$ cat src/rtl/core/ufs_pkg.sv
// Shared types, character codes and phase/mark codes for the URL field splitter.
`timescale 1ns / 1ps

package ufs_pkg;

  localparam int MAX_URL_BYTES_DEF = 2048;

  localparam int START_W  = 11;
  localparam int LEN_W    = 12;
  localparam int QSTART_W = 12;
  localparam int PORT_W   = 16;
  localparam int PH_W     = 3;

  // parse phases
  localparam logic [PH_W-1:0] PH_START   = 3'd0;
  localparam logic [PH_W-1:0] PH_SCHEME  = 3'd1;
  localparam logic [PH_W-1:0] PH_SLASHES = 3'd2;
  localparam logic [PH_W-1:0] PH_HOST    = 3'd3;
  localparam logic [PH_W-1:0] PH_PORT    = 3'd4;
  localparam logic [PH_W-1:0] PH_PATH    = 3'd5;
  localparam logic [PH_W-1:0] PH_QUERY   = 3'd6;

  // field mark slots
  localparam int MK_SCH_B  = 0;
  localparam int MK_SCH_E  = 1;
  localparam int MK_HOST_B = 2;
  localparam int MK_HOST_E = 3;
  localparam int MK_PORT_B = 4;
  localparam int MK_PORT_E = 5;
  localparam int MK_PATH_B = 6;
  localparam int MK_PATH_E = 7;
  localparam int MK_QRY_B  = 8;
  localparam int MK_QRY_E  = 9;
  localparam int MK_NUM    = 10;

  // character codes
  localparam logic [7:0] CH_NUL   = 8'h00;
  localparam logic [7:0] CH_TAB   = 8'h09;
  localparam logic [7:0] CH_CR    = 8'h0D;
  localparam logic [7:0] CH_SPACE = 8'h20;
  localparam logic [7:0] CH_HASH  = 8'h23;
  localparam logic [7:0] CH_DASH  = 8'h2D;
  localparam logic [7:0] CH_DOT   = 8'h2E;
  localparam logic [7:0] CH_SLASH = 8'h2F;
  localparam logic [7:0] CH_DIG0  = 8'h30;
  localparam logic [7:0] CH_DIG9  = 8'h39;
  localparam logic [7:0] CH_COLON = 8'h3A;
  localparam logic [7:0] CH_QMARK = 8'h3F;
  localparam logic [7:0] CH_LC_A  = 8'h61;
  localparam logic [7:0] CH_LC_Z  = 8'h7A;

  localparam logic [PORT_W-1:0] PORT_MAX = 16'hFFFF;

  typedef struct packed {
    logic [7:0] char_in;
    logic       final_req;
  } ufs_in_t;

  typedef struct packed {
    logic                status;
    logic [START_W-1:0]  scheme_start;
    logic [LEN_W-1:0]    scheme_len;
    logic [START_W-1:0]  host_pos;
    logic [LEN_W-1:0]    host_len;
    logic                port_present;
    logic [PORT_W-1:0]   port_value;
    logic [START_W-1:0]  path_pos;
    logic [LEN_W-1:0]    path_len;
    logic                query_present;
    logic [QSTART_W-1:0] query_pos;
    logic [LEN_W-1:0]    query_len;
  } ufs_out_t;

  typedef struct packed {
    logic [PH_W-1:0]   phase;
    logic              stopped;
    logic              failed;
    logic [MK_NUM-1:0] seen;
  } ufs_ctl_t;

endpackage

$ cat src/rtl/core/ufs_step.sv
// Next-state logic of the parser: one URL byte against the current phase.
`timescale 1ns / 1ps

module ufs_step import ufs_pkg::*; #(
  parameter int MAX_URL_BYTES = MAX_URL_BYTES_DEF,
  localparam int OFF_W = $clog2(MAX_URL_BYTES + 1)
) (
  input  ufs_ctl_t                       ctl,
  input  logic [OFF_W-1:0]               off,
  input  logic [MK_NUM-1:0][OFF_W-1:0]   marks,
  input  logic [PORT_W-1:0]              acc,
  input  logic [7:0]                     char_in,
  output ufs_ctl_t                       ctl_nxt,
  output logic [OFF_W-1:0]               off_nxt,
  output logic [MK_NUM-1:0][OFF_W-1:0]   marks_nxt,
  output logic [PORT_W-1:0]              acc_nxt
);

  logic             is_ws;
  logic             is_letter;
  logic             is_dig;
  logic [7:0]       lc;
  logic [OFF_W-1:0] off_inc;
  logic [19:0]      port_sum;

  assign lc        = char_in | CH_SPACE;
  assign is_ws     = (char_in == CH_SPACE) || (char_in >= CH_TAB && char_in <= CH_CR);
  assign is_letter = (lc >= CH_LC_A) && (lc <= CH_LC_Z);
  assign is_dig    = (char_in >= CH_DIG0) && (char_in <= CH_DIG9);
  assign off_inc   = off + OFF_W'(1);

  // acc*10 + digit as two shifted adds
  assign port_sum = 20'({acc, 3'b000}) + 20'({acc, 1'b0}) + 20'(char_in - CH_DIG0);

  always_comb begin
    ctl_nxt   = ctl;
    off_nxt   = off;
    marks_nxt = marks;
    acc_nxt   = acc;
    if (!ctl.stopped && !ctl.failed && off < OFF_W'(MAX_URL_BYTES)) begin
      if (char_in == CH_NUL) begin
        ctl_nxt.stopped = 1'b1;
      end else begin
        unique case (ctl.phase)
          PH_START: begin
            if (is_ws) begin
            end else if (is_letter) begin
              marks_nxt[MK_SCH_B]    = off;
              ctl_nxt.seen[MK_SCH_B] = 1'b1;
              ctl_nxt.phase          = PH_SCHEME;
            end else if (char_in == CH_SLASH) begin
              marks_nxt[MK_PATH_B]    = off;
              ctl_nxt.seen[MK_PATH_B] = 1'b1;
              ctl_nxt.phase           = PH_PATH;
            end else begin
              ctl_nxt.failed = 1'b1;
            end
          end
          PH_SCHEME: begin
            if (is_letter) begin
            end else if (char_in == CH_COLON) begin
              marks_nxt[MK_SCH_E]    = off;
              ctl_nxt.seen[MK_SCH_E] = 1'b1;
              ctl_nxt.phase          = PH_SLASHES;
            end else begin
              ctl_nxt.failed = 1'b1;
            end
          end
          PH_SLASHES: begin
            if (char_in == CH_SLASH) begin
            end else if (is_letter) begin
              marks_nxt[MK_HOST_B]    = off;
              ctl_nxt.seen[MK_HOST_B] = 1'b1;
              ctl_nxt.phase           = PH_HOST;
            end else begin
              ctl_nxt.failed = 1'b1;
            end
          end
          PH_HOST: begin
            if (is_letter || is_dig || char_in == CH_DOT || char_in == CH_DASH) begin
            end else if (char_in == CH_COLON) begin
              marks_nxt[MK_HOST_E]    = off;
              ctl_nxt.seen[MK_HOST_E] = 1'b1;
              marks_nxt[MK_PORT_B]    = off_inc;
              ctl_nxt.seen[MK_PORT_B] = 1'b1;
              ctl_nxt.phase           = PH_PORT;
            end else if (char_in == CH_SLASH) begin
              marks_nxt[MK_HOST_E]    = off;
              ctl_nxt.seen[MK_HOST_E] = 1'b1;
              marks_nxt[MK_PATH_B]    = off;
              ctl_nxt.seen[MK_PATH_B] = 1'b1;
              ctl_nxt.phase           = PH_PATH;
            end else begin
              ctl_nxt.failed = 1'b1;
            end
          end
          PH_PORT: begin
            if (is_dig) begin
              acc_nxt = (|port_sum[19:16]) ? PORT_MAX : port_sum[15:0];
            end else if (char_in == CH_SLASH) begin
              marks_nxt[MK_PORT_E]    = off;
              ctl_nxt.seen[MK_PORT_E] = 1'b1;
              marks_nxt[MK_PATH_B]    = off;
              ctl_nxt.seen[MK_PATH_B] = 1'b1;
              ctl_nxt.phase           = PH_PATH;
            end else if (is_ws) begin
              marks_nxt[MK_PORT_E]    = off;
              ctl_nxt.seen[MK_PORT_E] = 1'b1;
              ctl_nxt.stopped         = 1'b1;
            end else begin
              ctl_nxt.failed = 1'b1;
            end
          end
          PH_PATH: begin
            if (char_in == CH_QMARK) begin
              marks_nxt[MK_PATH_E]    = off;
              ctl_nxt.seen[MK_PATH_E] = 1'b1;
              marks_nxt[MK_QRY_B]     = off_inc;
              ctl_nxt.seen[MK_QRY_B]  = 1'b1;
              ctl_nxt.phase           = PH_QUERY;
            end else if (char_in == CH_HASH || is_ws) begin
              marks_nxt[MK_PATH_E]    = off;
              ctl_nxt.seen[MK_PATH_E] = 1'b1;
              ctl_nxt.stopped         = 1'b1;
            end
          end
          PH_QUERY: begin
            if (char_in == CH_HASH || is_ws) begin
              marks_nxt[MK_QRY_E]    = off;
              ctl_nxt.seen[MK_QRY_E] = 1'b1;
              ctl_nxt.stopped        = 1'b1;
            end
          end
          default: ctl_nxt.failed = 1'b1;
        endcase
        if (!ctl_nxt.stopped && !ctl_nxt.failed) begin
          off_nxt = off_inc;
        end
      end
    end
  end

endmodule

$ cat src/rtl/core/ufs_emit.sv
// Result builder: turns the field marks into start/length fields or a failure.
`timescale 1ns / 1ps

module ufs_emit import ufs_pkg::*; #(
  parameter int MAX_URL_BYTES = MAX_URL_BYTES_DEF,
  localparam int OFF_W = $clog2(MAX_URL_BYTES + 1),
  localparam int W     = (OFF_W > LEN_W) ? OFF_W : LEN_W
) (
  input  ufs_ctl_t                     ctl,
  input  logic [OFF_W-1:0]             off,
  input  logic [MK_NUM-1:0][OFF_W-1:0] marks,
  input  logic [PORT_W-1:0]            acc,
  output ufs_out_t                     res
);

  logic           bad;
  logic [W-1:0]   sch_b, sch_e, host_b, host_e, path_b, path_e, qry_b, qry_e;
  logic [W-1:0]   end_pos;

  assign sch_b   = W'(marks[MK_SCH_B]);
  assign sch_e   = W'(marks[MK_SCH_E]);
  assign host_b  = W'(marks[MK_HOST_B]);
  assign host_e  = W'(marks[MK_HOST_E]);
  assign path_b  = W'(marks[MK_PATH_B]);
  assign qry_b   = W'(marks[MK_QRY_B]);
  assign end_pos = W'(off);

  // open path or query runs to the end of the string
  assign path_e = ctl.seen[MK_PATH_E] ? W'(marks[MK_PATH_E]) : end_pos;

  always_comb begin
    qry_e = ctl.seen[MK_QRY_E] ? W'(marks[MK_QRY_E]) : end_pos;
    if (qry_e < qry_b) begin
      qry_e = qry_b;
    end
  end

  assign bad = ctl.failed
             || (ctl.seen[MK_SCH_B]  && !ctl.seen[MK_SCH_E])
             || (ctl.seen[MK_HOST_B] && !ctl.seen[MK_HOST_E])
             || (ctl.seen[MK_PORT_B] && !ctl.seen[MK_PORT_E]);

  always_comb begin
    res = '0;
    if (bad) begin
      res.status = 1'b1;
    end else begin
      if (ctl.seen[MK_SCH_B]) begin
        res.scheme_start = sch_b[START_W-1:0];
        res.scheme_len   = LEN_W'(sch_e - sch_b);
      end
      if (ctl.seen[MK_HOST_B]) begin
        res.host_pos = host_b[START_W-1:0];
        res.host_len = LEN_W'(host_e - host_b);
      end
      if (ctl.seen[MK_PORT_B]) begin
        res.port_present = 1'b1;
        res.port_value   = acc;
      end
      if (ctl.seen[MK_PATH_B]) begin
        res.path_pos = path_b[START_W-1:0];
        res.path_len = LEN_W'(path_e - path_b);
      end
      if (ctl.seen[MK_QRY_B]) begin
        res.query_present = 1'b1;
        res.query_pos     = qry_b[QSTART_W-1:0];
        res.query_len     = LEN_W'(qry_e - qry_b);
      end
    end
  end

endmodule

$ cat src/rtl/core/url_field_splitter_core.sv
// Top level of the URL field splitter: input register, parse state and result register.
`timescale 1ns / 1ps

// URL field splitter.
// Input channel (in_valid / in_stall / in_data): one URL byte per item, with
// final_req set on the last byte of the string. Result channel (out_valid /
// out_stall / out_data): one item per URL, issued for the byte marked final.
// An accepted byte sits in the input register while the phase logic works on
// it; the parse state and, for a final byte, the result register load from it
// when it advances, so out_valid follows the final byte through the input
// register and then the result register. Throughput is one byte per cycle
// unless a final byte waits on a stalled result; the only loop is the parse
// state update. After a final byte the parse state returns to its start values, so the
// next byte begins a new URL with no gap.
// If the receiver stalls, the pending result holds; ordinary bytes keep
// flowing, and only a following final byte waits in the input register,
// which raises in_stall until the result is taken.
// Reset (rst_n low, synchronous) empties both registers and clears the
// parse state to the start phase.

module url_field_splitter_core import ufs_pkg::*; #(
  parameter int MAX_URL_BYTES = MAX_URL_BYTES_DEF
) (
  input  logic     clk,
  input  logic     rst_n,
  input  logic     in_valid,
  output logic     in_stall,
  input  ufs_in_t  in_data,
  output logic     out_valid,
  input  logic     out_stall,
  output ufs_out_t out_data
);

  localparam int OFF_W = $clog2(MAX_URL_BYTES + 1);

  logic                     in_vld_r;
  ufs_in_t                  in_data_r;
  logic                     adv;
  logic                     in_take;

  ufs_ctl_t                 ctl_r, ctl_nxt;
  logic [OFF_W-1:0]         off_r, off_nxt;
  logic [MK_NUM-1:0][OFF_W-1:0] marks_r, marks_nxt;
  logic [PORT_W-1:0]        acc_r, acc_nxt;

  logic                     out_vld_r;
  ufs_out_t                 out_data_r;
  ufs_out_t                 res;

  // a final byte needs a free result register; other bytes always move on
  assign adv      = in_vld_r && (!in_data_r.final_req || !out_vld_r || !out_stall);
  assign in_stall = in_vld_r && !adv;
  assign in_take  = in_valid && !in_stall;

  ufs_step #(.MAX_URL_BYTES(MAX_URL_BYTES)) u_step (
    .ctl       (ctl_r),
    .off       (off_r),
    .marks     (marks_r),
    .acc       (acc_r),
    .char_in   (in_data_r.char_in),
    .ctl_nxt   (ctl_nxt),
    .off_nxt   (off_nxt),
    .marks_nxt (marks_nxt),
    .acc_nxt   (acc_nxt)
  );

  ufs_emit #(.MAX_URL_BYTES(MAX_URL_BYTES)) u_emit (
    .ctl   (ctl_nxt),
    .off   (off_nxt),
    .marks (marks_nxt),
    .acc   (acc_nxt),
    .res   (res)
  );

  always_ff @(posedge clk) begin
    if (!rst_n) begin
      in_vld_r <= 1'b0;
    end else if (in_take) begin
      in_vld_r <= 1'b1;
    end else if (adv) begin
      in_vld_r <= 1'b0;
    end
  end

  always_ff @(posedge clk) begin
    if (in_take) begin
      in_data_r <= in_data;
    end
  end

  always_ff @(posedge clk) begin
    if (!rst_n) begin
      ctl_r <= '{phase: PH_START, stopped: 1'b0, failed: 1'b0, seen: '0};
      off_r <= '0;
      acc_r <= '0;
    end else if (adv) begin
      if (in_data_r.final_req) begin
        ctl_r <= '{phase: PH_START, stopped: 1'b0, failed: 1'b0, seen: '0};
        off_r <= '0;
        acc_r <= '0;
      end else begin
        ctl_r <= ctl_nxt;
        off_r <= off_nxt;
        acc_r <= acc_nxt;
      end
    end
  end

  // mark values are qualified by the seen bits
  always_ff @(posedge clk) begin
    if (adv) begin
      marks_r <= marks_nxt;
    end
  end

  always_ff @(posedge clk) begin
    if (!rst_n) begin
      out_vld_r <= 1'b0;
    end else if (adv && in_data_r.final_req) begin
      out_vld_r <= 1'b1;
    end else if (!out_stall) begin
      out_vld_r <= 1'b0;
    end
  end

  always_ff @(posedge clk) begin
    if (adv && in_data_r.final_req) begin
      out_data_r <= res;
    end
  end

  assign out_valid = out_vld_r;
  assign out_data  = out_data_r;

`ifndef SYNTHESIS
  a_new_result_from_final: assert property (@(posedge clk) disable iff (!rst_n)
    (out_vld_r && !(adv && in_data_r.final_req)) |=> (!out_vld_r || $stable(out_data_r)))
    else $error("result changed without a final item");

  a_restart_after_final: assert property (@(posedge clk) disable iff (!rst_n)
    (adv && in_data_r.final_req) |=> (ctl_r.phase == PH_START && off_r == '0 &&
                                      ctl_r.seen == '0))
    else $error("parse state not cleared after final item");

  a_fail_fields_zero: assert property (@(posedge clk) disable iff (!rst_n)
    (out_vld_r && out_data_r.status) |-> (out_data_r.scheme_len == '0 &&
      out_data_r.host_len == '0 && !out_data_r.port_present &&
      out_data_r.path_len == '0 && !out_data_r.query_present))
    else $error("failure result carries field data");

  a_offset_bound: assert property (@(posedge clk) disable iff (!rst_n)
    off_r <= OFF_W'(MAX_URL_BYTES))
    else $error("byte offset beyond maximum URL length");
`endif

endmodule
$ cat config.mk
export PLATFORM = sky130hd
export DESIGN_NAME = url_field_splitter_core
export DESIGN_NICKNAME = d
export VERILOG_FILES = /design/src/rtl/core/ufs_pkg.sv /design/src/rtl/core/ufs_step.sv /design/src/rtl/core/ufs_emit.sv /design/src/rtl/core/url_field_splitter_core.sv
export SDC_FILE = /design/constraint.sdc
export NUM_CORES = 1
export LEC_CHECK = 0
export BUFFER_PORTS_ARGS = -buffer_cell sky130_fd_sc_hd__buf_2
export CORE_ASPECT_RATIO = 1.1
export CORE_UTILIZATION = 60
export DETAILED_ROUTE_END_ITERATION = 10
export GPL_TIMING_DRIVEN = 0
export PLACE_DENSITY = 0.8
export SETUP_SLACK_MARGIN = 0.3
export SYNTH_ARGS = -nofsm -noshare
export SYNTH_HDL_FRONTEND = slang
export SYNTH_HIERARCHICAL = 1
export SYNTH_SLANG_ARGS = --single-unit
$ cat constraint.sdc
create_clock -name clk -period 9 [get_ports clk]
set_input_delay 0.9 -clock clk [delete_from_list [all_inputs] [get_ports clk]]
set_output_delay 0.9 -clock clk [all_outputs]
set_load 0.01 [all_outputs]
Word-level counts from Yosys, hierarchy flattened
Cells that the tools add are included.

word-level totals
  register bits = 286
  output and inout port bits = 114
  word-level logic and storage cells = 250

operators by class
  $add $sub $neg = 8
  order comparisons = 8
  equality and inequality tests = 23
  muxes and demuxes = 119
  bitwise logic cells = 8
  reduce and logical (&&, ||, !) cells = 52

operator list
  cell                     number
  $mux W12                 32
  $mux W120                2
  $mux W16                 6
  $mux W24                 4
  $eq A8 B6 Y1 const B     7
  $mux W1                  48
  $sub A12 B12 Y12         4
  $pmux W12 S3             1
  $mux W3                  11
  $mux W15                 2
  $mux W25                 1
  $add A19 B17 Y20         1
  $add A20 B20 Y20         1
  $pmux W3 S6              1
  $mux W17                 1
  $ne A3 B3 Y1 const B     5
  $logic_and A1 B1 Y1      13
  $add A12 B1 Y12 const B  1
  $logic_not A1 Y1         12
  $lt A12 B12 Y1           1
  $lt A12 B12 Y1 const B   1
  $reduce_and A12 Y1       1
  $reduce_and A6 Y1        2
  $reduce_or A2 Y1         6
  other kinds (26)         54

Longest topological paths before layout
  depth in word-level cells = 19
  mapped depth = 28
  depth with buffers taken out = 24

By module
The synthesis kept the hierarchy.

modules (own cells, without submodules)
  module                   instances  cells an instance  area each (um^2)  seq. area each (um^2)
  url_field_splitter_core  1          349                8664.6            8137.8
  ufs_step                 1          522                4002.6            0.0
  ufs_emit                 1          489                3373.2            0.0

Worst setup path before layout
Ideal clock, no wire load.

  path type = reg-to-reg
  from = register in_data_r[0] (netlist bit)
  to = register marks_r[0] (netlist bit) (enable)
  setup time = 670 ps
  arrival time = 6981 ps
  data required time = 8330 ps
  setup slack = 1349 ps
  stages on the path, launching flop included = 2
  buffers on the path = 0
  period minus slack after synthesis = 7651 ps
  cells stage by stage = edfxtp_1 a31oi_1

between the ends
  longest elaborated chain between the ends = 4

ends and longest elaborated chain
  what                              line                            source
  from (decl)                       url_field_splitter_core.sv:37   ufs_in_t in_data_r;
  from (signal assigned)            url_field_splitter_core.sv:87   in_data_r <= in_data;
  $logic_not A1 Y1                  url_field_splitter_core.sv:51   assign adv = in_vld_r && (!in_data_r.final_req || !out_vld_r || !out_stall);
  $logic_or A1 B1 Y1 (2 in series)  url_field_splitter_core.sv:51
  $logic_and A1 B1 Y1               url_field_splitter_core.sv:51
  named net adv                     url_field_splitter_core.sv:38   logic adv;
  to (signal assigned)              url_field_splitter_core.sv:112  marks_r <= marks_nxt;
  to (decl)                         url_field_splitter_core.sv:43   logic [MK_NUM-1:0][OFF_W-1:0] marks_r, marks_nxt;

The timed path passes the listed nets, and every way through them passes these cells.
A chain may end at the register's enable or synchronous reset.

==> flow_summary.toml <==
[outcome]
result_of_the_run = "completed"

[drt]
routed_via_density = 6.15
top_layer_used = "met4"
drt_iter0_drc = 720
wl_per_cell_um = 19.9
wl_met2_mm = 17.9
routed-via-count = 11000
wl_met3_mm = 1.92
totalWireLength_mm = 35.8
drt-pass1-iter-count = 5
routedLengthMet1_mm = 14.8
drc = 0
drtAntennaViolNets = 0

[hold_path]
hold_class = "register to register"

[layout]
utilization = 0.703
nets = 1575
post-route-cell-area_um2 = 17300
multi_input_gate_area_in_the_final_layout_um2 = 7080
fill_cells = 1716
post_route_cells_drive_above_1_share = 0.221
area.growth.synth_to_final_pct = 14.5
diodes = 0
final_cells = 1794
sequential_cell_area_um2 = 7420

[die]
die_width_um = 153
ios = 127
fp.dieArea_um2 = 25800
initial_utilization = 0.614
placement_rows = 60
core_um2 = 24500
die_height_um = 168

[clock_network]
clock_tree.buffer_depth = 3
cts_setup_buffers = 0
h_tree_lvls = 1
tritoncts = "done"
cts.reportedPaths.clkPinSlew_ns = 0.06
clock-sinks = 262
clock_insertion_delay_worst_skew_ns = 0.55
clk_root_buffer_cell = "clkbuf_16"
post_cts_resized = 0
cts_buffers = 28
cts_hold_buf = 0

[setup_path]
rr_startpoint = "in_data_r[5]"
critical_path_peak_fanout = 10
endpoint = "out_data[10]"
cpMaxStageDelayCell = "buf_1"
rr_endpoint = "out_data[10]"
r2r_setup_slack_ns = 1.96
critical_path_class = "register to register"
worst-endpoint-arrival_ns = 7.33
crit_start_category = "register"
crit_top_cell = "ha_1"
r2r_cells = 25
timing.critical_path.slowest_cell_delay_ns = 0.54
setup.worst_path.end_class = "register"
crit_path_start = "in_data_r[5]"
crit_required_ns = 9.29

[placed_design]
placedCellCount = 1742
buffer_ports.inserted = 126
gp_routability_congestion = 0.890
post_dp_cell_area_um2 = 16300
post-dp-hpwl_mm = 26.3

[global_route]
grt_first_pass_wirelength_mm = 57.7
grt_usage = 0.281
grt_pass1_vias = 11000
grt_antenna_before_repair = 0
largest_net_degree_at_the_start_of_global_routing = 34
overflow = 0

[power]
p_total_uw = 2870
power.density_cell_area_nw_per_um2 = 166
worst_ir_drop_on_vdd_uv = 150
power.leakage_uw = 0.00708

[yosys]
avgSynthCellArea_um2 = 11.6
post_synth_design_cell_area_um2 = 15100
post_synthesis_net_count = 1412
netlist_instances = 1299
yosys_warnings = 6

[sta]
rsz0062_at_grt = "no"
finalWorstPathRequiredPeriod_ns = 7.04
total_count_of_max_transition_violations_in_the_final_report = 0
timing.fmax_mhz = 142
final_hold_viol_count = 0
max_slew.worst_pin.slew_ns = 0.938
final_cycle_share = 0.783
worst_clock_skew_ns = 0.0194
timing.slew.headroom = 0.366
setup_viol = 0

[run]
max-cap-violations = 0
==> worst min path at each step <==
stage	depth (start not counted)	start	slack, ns	endpoint
6_report	1	ctl_r[4]	0.47	ctl_r[4]
5_1_grt	1	ctl_r[2]	0.48	ctl_r[2]
4_1_cts	1	ctl_r[4]	0.47	ctl_r[4]
3_5_place_dp	1	ctl_r[3]	0.45	ctl_r[3]
3_3_place_gp	1	ctl_r[9]	0.45	ctl_r[9]
2_1_floorplan	1	ctl_r[3]	0.43	ctl_r[3]
==> cell usage in the layout, fill, tap and decap left out, drive strengths merged, types with 23 or more instances in the layout <==
| cell type | n |
|---|---|
| xnor2 | 34 |
| edfxtp | 217 |
| inv | 80 |
| dfxtp | 45 |
| nor2 | 121 |
| a22o | 54 |
| buf | 160 |
| and3 | 32 |
| a21oi | 54 |
| o21a | 27 |
| o21ai | 34 |
| a21o | 23 |
| ha | 81 |
| nand2 | 50 |
| mux2 | 100 |
| clkbuf | 65 |
==> registers in the layout, indices dropped and copies added, names as in the netlist <==
name and count:
out_data 112, off_r 12, in_data_r 9, marks_r 96, acc_r 16, ctl_r 15, in_vld_r 1, out_valid 1
==> final cells by class <==
cell class                      count  area share
Clock inverter                     19      0.0149
Tap cell                          310      0.0225
Sequential cell                   262       0.430
Multi-Input combinational cell    898       0.410
Inverter                           80      0.0174
Timing Repair Buffer              133      0.0451
Clock buffer                       33      0.0429
Buffer                             59      0.0178
==> layer usage <==
metal / GRT usage / up-vias
met5: 0 / -
li1: - / 5172
met2: 0.490 / 410
met1: 0.360 / 5365
met4: 0.102 / 0
met3: 0.0324 / 85
==> report_power, final <==
| part | switching (uW) | leakage [uW] | internal (uW) |
|---|---|---|---|
| combinational | 163 | 0.00417 | 107 |
| sequential | 12.1 | 0.00242 | 1350 |
| clock | 479 | 0.000485 | 760 |
==> critical path: cells and delay by family (launching register included) <==
family / cells / cell delay [ns]
AOI/OAI and AO/OA: 6 / 1.50
xor gates and xnor gates: 1 / 0.17
adders and majority gates: 3 / 0.86
buffers and inverters: 5 / 1.32
DFF: 1 / 0.51
muxes: 2 / 0.77
and+or+nand+nor: 8 / 1.62
==> per-stage QoR <==
stage / hold WS (ns) / worst slack [ns] / TNS [ns]
finish: 0.466 / 1.96 / 0
global route: 0.485 / 1.53 / 0
CTS: 0.468 / 2.05 / 0
detailed placement: 0.449 / 2.11 / 0
global placement: 0.448 / -0.358 / -38.72
floorplan: 0.434 / 2.06 / 0
Power figures use the tool's default switching activity.
